==> src/rtl/flc_pkg.sv <==
// Package: sizes, payload structs and pipeline tag for the linear convolution block.
`default_nettype none
package flc_pkg;

  localparam int MAX_FIRST_LEN  = 32;
  localparam int MAX_SECOND_LEN = 32;
  localparam int SAMPLE_WIDTH   = 16;

  localparam int STORE_DEPTH = 32;
  localparam int ADDR_W      = $clog2(STORE_DEPTH);
  localparam int CNT_W       = $clog2(STORE_DEPTH + 1);
  localparam int POS_W       = 6;
  localparam int VALUE_W     = 37;
  localparam int IN_W        = 16;

  localparam int PROD_W = 2 * SAMPLE_WIDTH;
  localparam int ACC_W  = (PROD_W + CNT_W > VALUE_W) ? PROD_W + CNT_W : VALUE_W;

  typedef struct packed {
    logic                   kind;
    logic signed [IN_W-1:0] sample;
    logic                   last;
  } in_item_t;

  typedef struct packed {
    logic signed [VALUE_W-1:0] conv_value;
    logic [POS_W-1:0]          position;
    logic                      final_res;
    logic                      dropped;
  } out_item_t;

  // one multiply-accumulate term travelling down the MAC pipeline
  typedef struct packed {
    logic             valid;
    logic             first;
    logic             last;
    logic             final_res;
    logic [POS_W-1:0] position;
  } flc_tag_t;

endpackage
`default_nettype wire

==> src/rtl/full_linear_convolution_top.sv <==
// Top level: sample stores, term sequencer and MAC pipeline for full linear convolution.
`default_nettype none
// Load: one element per cycle; busy stays low, so items may follow back to back.
// Compute: a last G element raises busy; the sequencer issues all N*M MAC terms, one
//   term per cycle from the two store read ports, then waits for the pipeline to drain.
// Each term passes the store read, product and result registers; results are strobed
//   for one cycle each and cannot be stalled. Empty runs go from the check state to idle.
// Synchronous active-high reset clears counts, drop flag, sequencer and strobes;
//   store contents are left as they are.
module full_linear_convolution_top (
  input  wire logic               clk,
  input  wire logic               rst,
  input  wire logic               start,
  input  wire flc_pkg::in_item_t  item,
  output logic                    busy,
  output logic                    result_valid,
  output flc_pkg::out_item_t      result
);
  import flc_pkg::*;

  typedef enum logic [3:0] {
    S_IDLE  = 4'b0001,
    S_CHECK = 4'b0010,
    S_RUN   = 4'b0100,
    S_DRAIN = 4'b1000
  } state_t;

  state_t            state;
  logic [CNT_W-1:0]  first_count;
  logic [CNT_W-1:0]  second_count;
  logic              overflow_seen;
  logic [POS_W-1:0]  i;
  logic [ADDR_W-1:0] j;
  logic              term_first;

  logic              accept;
  logic              f_we;
  logic              g_we;
  logic              f_full;
  logic              g_full;
  logic [SAMPLE_WIDTH-1:0] wdata;

  logic [CNT_W-1:0]  n_m1;
  logic [CNT_W-1:0]  i_ext;
  logic [CNT_W-1:0]  hi_full;
  logic [ADDR_W-1:0] hi;
  logic [CNT_W:0]    i2;
  logic [CNT_W:0]    m_ext;
  logic [CNT_W:0]    lo_full;
  logic [CNT_W:0]    last_i;
  logic              term_last;
  logic              run_final;
  logic [POS_W-1:0]  g_diff;
  logic [ADDR_W-1:0] g_raddr;

  logic [SAMPLE_WIDTH-1:0] f_rdata;
  logic [SAMPLE_WIDTH-1:0] g_rdata;
  flc_tag_t          issue;
  logic              pending;

  assign busy   = (state != S_IDLE);
  assign accept = start && !busy;

  // a store is full once its count reaches the capacity; the element is then dropped
  assign f_full = (first_count  >= CNT_W'(MAX_FIRST_LEN));
  assign g_full = (second_count >= CNT_W'(MAX_SECOND_LEN));
  assign f_we   = accept && !item.kind && !f_full;
  assign g_we   = accept &&  item.kind && !g_full;
  assign wdata  = item.sample[SAMPLE_WIDTH-1:0];

  // term range for output i: j runs lo..hi, with hi = min(i, n-1)
  assign n_m1    = first_count - CNT_W'(1);
  assign i_ext   = CNT_W'(i);
  assign hi_full = (i_ext < n_m1) ? i_ext : n_m1;
  assign hi      = hi_full[ADDR_W-1:0];

  // lo of the next output: max(0, i+2-m)
  assign i2      = (CNT_W+1)'(i) + (CNT_W+1)'(2);
  assign m_ext   = (CNT_W+1)'(second_count);
  assign lo_full = (i2 > m_ext) ? (i2 - m_ext) : '0;

  assign last_i    = (CNT_W+1)'(first_count) + (CNT_W+1)'(second_count) - (CNT_W+1)'(2);
  assign term_last = (j == hi);
  assign run_final = term_last && ((CNT_W+1)'(i) == last_i);

  assign g_diff  = i - POS_W'(j);
  assign g_raddr = g_diff[ADDR_W-1:0];

  assign issue.valid     = (state == S_RUN);
  assign issue.first     = term_first;
  assign issue.last      = term_last;
  assign issue.final_res = run_final;
  assign issue.position  = i;

  always_ff @(posedge clk) begin
    if (rst) begin
      state         <= S_IDLE;
      first_count   <= '0;
      second_count  <= '0;
      overflow_seen <= 1'b0;
      i             <= '0;
      j             <= '0;
      term_first    <= 1'b0;
    end else begin
      case (state)
        S_IDLE: begin
          if (accept) begin
            if (f_we) begin
              first_count <= first_count + CNT_W'(1);
            end
            if (g_we) begin
              second_count <= second_count + CNT_W'(1);
            end
            if ((!item.kind && f_full) || (item.kind && g_full)) begin
              overflow_seen <= 1'b1;
            end
            if (item.kind && item.last) begin
              state <= S_CHECK;
            end
          end
        end
        S_CHECK: begin
          if (first_count == '0 || second_count == '0) begin
            first_count   <= '0;
            second_count  <= '0;
            overflow_seen <= 1'b0;
            state         <= S_IDLE;
          end else begin
            i          <= '0;
            j          <= '0;
            term_first <= 1'b1;
            state      <= S_RUN;
          end
        end
        S_RUN: begin
          if (term_last) begin
            if (run_final) begin
              state <= S_DRAIN;
            end else begin
              i          <= i + POS_W'(1);
              j          <= lo_full[ADDR_W-1:0];
              term_first <= 1'b1;
            end
          end else begin
            j          <= j + ADDR_W'(1);
            term_first <= 1'b0;
          end
        end
        S_DRAIN: begin
          // hold busy until the last transfer has left the result register
          if (!pending) begin
            first_count   <= '0;
            second_count  <= '0;
            overflow_seen <= 1'b0;
            state         <= S_IDLE;
          end
        end
        default: begin
          state <= S_IDLE;
        end
      endcase
    end
  end

  // writes happen only while idle and reads only while running, so the
  // store ports never touch the same entry in one cycle
  flc_ram #(
    .DEPTH(STORE_DEPTH),
    .WIDTH(SAMPLE_WIDTH)
  ) u_first_store (
    .clk  (clk),
    .we   (f_we),
    .waddr(first_count[ADDR_W-1:0]),
    .wdata(wdata),
    .re   (issue.valid),
    .raddr(j),
    .rdata(f_rdata)
  );

  flc_ram #(
    .DEPTH(STORE_DEPTH),
    .WIDTH(SAMPLE_WIDTH)
  ) u_second_store (
    .clk  (clk),
    .we   (g_we),
    .waddr(second_count[ADDR_W-1:0]),
    .wdata(wdata),
    .re   (issue.valid),
    .raddr(g_raddr),
    .rdata(g_rdata)
  );

  flc_mac u_mac (
    .clk         (clk),
    .rst         (rst),
    .issue       (issue),
    .f_data      (f_rdata),
    .g_data      (g_rdata),
    .dropped     (overflow_seen),
    .result_valid(result_valid),
    .result      (result),
    .pending     (pending)
  );

endmodule
`default_nettype wire

==> src/rtl/flc_ram.sv <==
// Generic single-write, single-read synchronous RAM with registered read data.
`default_nettype none
module flc_ram #(
  parameter int DEPTH = 32,
  parameter int WIDTH = 16
) (
  input  wire logic                     clk,
  input  wire logic                     we,
  input  wire logic [$clog2(DEPTH)-1:0] waddr,
  input  wire logic [WIDTH-1:0]         wdata,
  input  wire logic                     re,
  input  wire logic [$clog2(DEPTH)-1:0] raddr,
  output logic      [WIDTH-1:0]         rdata
);

  logic [WIDTH-1:0] mem [DEPTH];

  always_ff @(posedge clk) begin
    if (we) begin
      mem[waddr] <= wdata;
    end
  end

  always_ff @(posedge clk) begin
    if (re) begin
      rdata <= mem[raddr];
    end
  end

endmodule
`default_nettype wire

==> src/rtl/flc_mac.sv <==
// Pipelined multiply-accumulate: tag align, product register, accumulator and result register.
`default_nettype none
module flc_mac (
  input  wire logic                                   clk,
  input  wire logic                                   rst,
  input  wire flc_pkg::flc_tag_t                      issue,
  input  wire logic signed [flc_pkg::SAMPLE_WIDTH-1:0] f_data,
  input  wire logic signed [flc_pkg::SAMPLE_WIDTH-1:0] g_data,
  input  wire logic                                   dropped,
  output logic                                        result_valid,
  output flc_pkg::out_item_t                          result,
  output logic                                        pending
);
  import flc_pkg::*;

  flc_tag_t                  tag1;
  flc_tag_t                  tag2;
  logic signed [PROD_W-1:0]  prod;
  logic signed [ACC_W-1:0]   acc;
  logic signed [ACC_W-1:0]   acc_next;

  // tag1 lines up with the RAM read data, tag2 with the product
  always_ff @(posedge clk) begin
    if (rst) begin
      tag1.valid   <= 1'b0;
      tag2.valid   <= 1'b0;
      result_valid <= 1'b0;
    end else begin
      tag1.valid   <= issue.valid;
      tag2.valid   <= tag1.valid;
      result_valid <= tag2.valid && tag2.last;
    end
    tag1.first     <= issue.first;
    tag1.last      <= issue.last;
    tag1.final_res <= issue.final_res;
    tag1.position  <= issue.position;
    tag2.first     <= tag1.first;
    tag2.last      <= tag1.last;
    tag2.final_res <= tag1.final_res;
    tag2.position  <= tag1.position;
    prod           <= PROD_W'(f_data) * PROD_W'(g_data);
  end

  assign acc_next = (tag2.first ? ACC_W'(0) : acc) + ACC_W'(prod);

  always_ff @(posedge clk) begin
    if (tag2.valid) begin
      acc <= acc_next;
    end
    if (tag2.valid && tag2.last) begin
      result.conv_value <= acc_next[VALUE_W-1:0];
      result.position   <= tag2.position;
      result.final_res  <= tag2.final_res;
      result.dropped    <= dropped;
    end
  end

  assign pending = tag1.valid || tag2.valid || result_valid;

endmodule
`default_nettype wire

==> config.mk <==
export PLATFORM = sky130hd
export DESIGN_NAME = full_linear_convolution_top
export DESIGN_NICKNAME = d
export VERILOG_FILES = /design/src/rtl/flc_pkg.sv /design/src/rtl/full_linear_convolution_top.sv /design/src/rtl/flc_ram.sv /design/src/rtl/flc_mac.sv
export SDC_FILE = /design/constraint.sdc
export NUM_CORES = 2
export LEC_CHECK = 0
export BUFFER_PORTS_ARGS = -buffer_cell sky130_fd_sc_hd__buf_2
export CAP_MARGIN = 5
export CORE_UTILIZATION = 65
export DETAILED_ROUTE_END_ITERATION = 10
export GPL_TIMING_DRIVEN = 1
export PLACE_DENSITY = 0.82
export SYNTH_ARGS = -nofsm -noshare
export SYNTH_HDL_FRONTEND = slang
export SYNTH_SLANG_ARGS = --single-unit
==> constraint.sdc <==
create_clock -name clk -period 13.3 [get_ports clk]
set_input_delay 1.33 -clock clk [delete_from_list [all_inputs] [get_ports clk]]
set_output_delay 1.33 -clock clk [all_outputs]
set_load 0.05 [all_outputs]
==> results.cfg <==
[clock_tree]
cts.sinks = 1220
clockBufferDepth = 3
clkLatencyLatePin_ns = 0.73
htree_levels = 3
cts_setup_buffers = 0
cts_made_buffers = 115
root_buffer = clkbuf_16
cts_resized = 0
path_clk_slew_ns = 0.07
cts-hold-fix-buffers = 0
cts_tree = built

[cells_and_area]
synthToLayoutAreaGrowth_pct = 9.84
final_common_cell = edfxtp_1
mostFrequentLayoutCells = edfxtp_1, inv_1, mux4_2
final_nets = 4064
drive_gt1_share_pct = 18.4

[critical_path]
cp_num_cells = 19
critPathCaptureType = flip-flop
critical_path_required_ns = 13.93
cp_slowest_cell = edfxtp_1
r2r_end = u_mac.prod[29]
crit_fanout = 16
cp_cell_sequence = nand2_1, fa_1, fa_1, fa_1, inv_1, fa_1, fa_1, inv_1, fa_1, inv_1, ha_1, o21ai_0, o21ai_0, a22oi_1, o31ai_1, o41ai_2, o21ai_1, or4b_1, nand3_1
rrSetupSlack_ns = 6.39
arrival_ns = 7.55
crit_end = u_mac.prod[29]
r2r_start = u_second_store.rdata[1]
r2r_cells = 19
critPathTopFamily = adder cells
crit_top_cell = fa_1
slowest_delay_ns = 0.79
cp-start-kind = flip-flop
path_class = flip-flop to flip-flop
crit_buf_inv = 3
critPathLaunch = u_second_store.rdata[1]

[place]
hpwl_mm = 85.5
gp_congestion = 0.909
port_buffers = 67
preCtsSetupSlack_ns = 6.47

[route]
drt_first_pass_iters = 10
drcViolationCount = 45
vias_per_cell = 6.54
drt_iter0_markers = 3573
wl_mm = 142
wl_per_cell_um = 29.1
drtAntennaViolNets = 0
num_vias = 31900

[logic_synthesis]
syn_inst = 3480
synthArstFlopShare_pct = 0
ys_types = 75
synth_edf_count = 1138
netlist_area_um2 = 58200
ys_seq_area_share_pct = 61.5
syn-num-nets = 3922
yosys_warnings = 0
synth.avg_cell_area_um2 = 16.7
synth_seq_cells = 1220
ys.flop_type = edfxtp_1

[floorplan]
io_pins = 68
dieArea_um2 = 90800
initial_core_util_pct = 65.8
die_y_um = 301
die_x_um = 301
core_area_um2 = 88500
rows = 109

[timing]
relSlewSlack_pct = 13.0
tns_ns = 0
worst_pin_slew_ns = 1.31
finalWorstSetupSlack_ns = 6.39
fmax_mhz = 145
period_minus_slack_ns = 6.91
hold_viol = 0
slew_violations = 0
setup_viol = 0
clock-skew-final_ns = 0.0552
rsz0062_at_grt = no
fin_crit_sh_pct = 52.0

[grt]
track_usage_pct = 32.3
grt_pass1_wl_mm = 212
grt_max_degree = 120
grt_pass1_vias = 33600
overflow = 0
antenna_found_initial = 6

[min_path]
hold_path_class = flip-flop to flip-flop

[power_and_ir_drop]
p_leak_uw = 0.0228
power_frac_seq_pct = 55.3
switching_share_pct = 20.3
clkPwrFrac_pct = 43.1
powerDensity_nw_per_um2 = 119
ir_drop_mv = 0.152
p_comb_share_pct = 1.6
power.internal_uw = 6060
netSwitchingPower_uw = 1550

[status]
outcome = complete, but fails checks
violations = design-rule violations

[run]
cap_violations = 0
## sequential cells by signal, indices dropped and copies added, names as in the netlist, 10 cells and up
| register | cells |
|---|---|
| u_first_store.mem | 512 |
| u_first_store.rdata | 16 |
| u_mac.acc | 37 |
| u_mac.prod | 32 |
| u_mac.result | 45 |
| u_mac.tag1 | 10 |
| u_mac.tag2 | 10 |
| u_second_store.mem | 512 |
| u_second_store.rdata | 16 |
## per-stage QoR
| stage | total power, uW | cells | utilization (%) | area (um2) | hold slack [ns] |
|---|---|---|---|---|---|
| 2_1_floorplan | 4330 | 3480 | - | 58200 | 0.310 |
| 3_3_place_gp | 4390 | 4670 | 68.0 | 60200 | 0.310 |
| 3_5_place_dp | 4400 | 4670 | 68.0 | 60200 | 0.315 |
| 4_1_cts | 7630 | 4881 | 72.2 | 63900 | 0.329 |
| 5_1_grt | 7760 | 4881 | 72.2 | 63900 | 0.331 |
| 6_report | 7600 | 4885 | 72.2 | 63900 | 0.328 |
## how the worst min path moves through the flow
stage | start | to | slack, ns | depth (start not counted)
after floorplan | u_mac.tag1[0] | u_mac.tag2[0] | 0.31 | 0
after global placement | u_mac.tag1[7] | u_mac.tag2[7] | 0.31 | 0
after detailed placement | u_mac.tag1[5] | u_mac.tag2[5] | 0.31 | 0
after CTS | u_mac.tag1[5] | u_mac.tag2[5] | 0.33 | 0
after global routing | u_mac.tag1[6] | u_mac.tag2[6] | 0.33 | 0
final | u_mac.tag1[5] | u_mac.tag2[5] | 0.33 | 0
## power groups by stage
| stage | combinational [uW] | sequential [uW] | clock (uW) |
|---|---|---|---|
| 2_1_floorplan | 45.2 | 4280 | 0 |
| 3_3_place_gp | 110 | 4280 | 0 |
| 3_5_place_dp | 119 | 4280 | 0 |
| 4_1_cts | 122 | 4200 | 3300 |
| 5_1_grt | 130 | 4200 | 3430 |
| 6_report | 124 | 4200 | 3280 |
## per-layer routing
metal	track usage, %	vias up	routed length (um)
met1	44.0	16500	53400
li1	-	13200	-
met3	5.21	343	12900
met5	0	-	37
met2	53.4	1941	70700
met4	11.7	6	5010
## area by class of cell
class	count	area (um2)
Sequential cell	1220	35800
Fill cell	5150	24600
Multi-Input combinational cell	1767	20600
Clock buffer	149	3080
Tap cell	1165	1460
Inverter	368	1380
Timing Repair Buffer	150	971
Clock inverter	62	658
Antenna cell	4	10.0
## cell families (layout without fill, tap and decap cells)
logic type               after synthesis  count (layout)  synth area share, %
buffers and inverters                493             729                 3.23
other                                  0               4                    0
AND/OR/NAND/NOR                      652             652                 5.48
AO/OA/AOI/OAI                        244             244                 2.87
adder cells (fa/ha/maj)              421             421                 12.5
XOR/XNOR                             103             103                 1.55
flip-flops                          1220            1220                 61.5
multiplexers                         347             347                 12.9
## synth_stat cells, types with 5 or more instances
master | number | area [um2]
a211oi_1 | 17 | 128
a21o_1 | 25 | 188
a21oi_1 | 63 | 315
a31oi_1 | 7 | 43.8
and2_1 | 126 | 788
and3_1 | 9 | 56.3
buf_1 | 21 | 78.8
buf_2 | 13 | 65.1
clkbuf_1 | 89 | 334
dfxtp_1 | 82 | 1640
edfxtp_1 | 1138 | 34200
fa_1 | 266 | 5330
ha_1 | 155 | 1940
inv_1 | 366 | 1370
mux2_2 | 17 | 191
mux2i_1 | 10 | 100
mux4_2 | 320 | 7210
nand2_1 | 216 | 811
nand2b_1 | 17 | 106
nand3_1 | 37 | 185
nand4_1 | 12 | 75.1
nor2_1 | 138 | 518
nor2b_1 | 47 | 294
nor3_1 | 19 | 95.1
o211ai_1 | 9 | 67.6
o21a_1 | 18 | 135
o21ai_0 | 42 | 210
o21bai_1 | 6 | 45.0
o31ai_1 | 6 | 45.0
or2_2 | 5 | 31.3
or3_1 | 8 | 50.1
xnor2_1 | 83 | 727
xor2_1 | 20 | 175
Note: power is estimated with default switching activity, not from simulation.
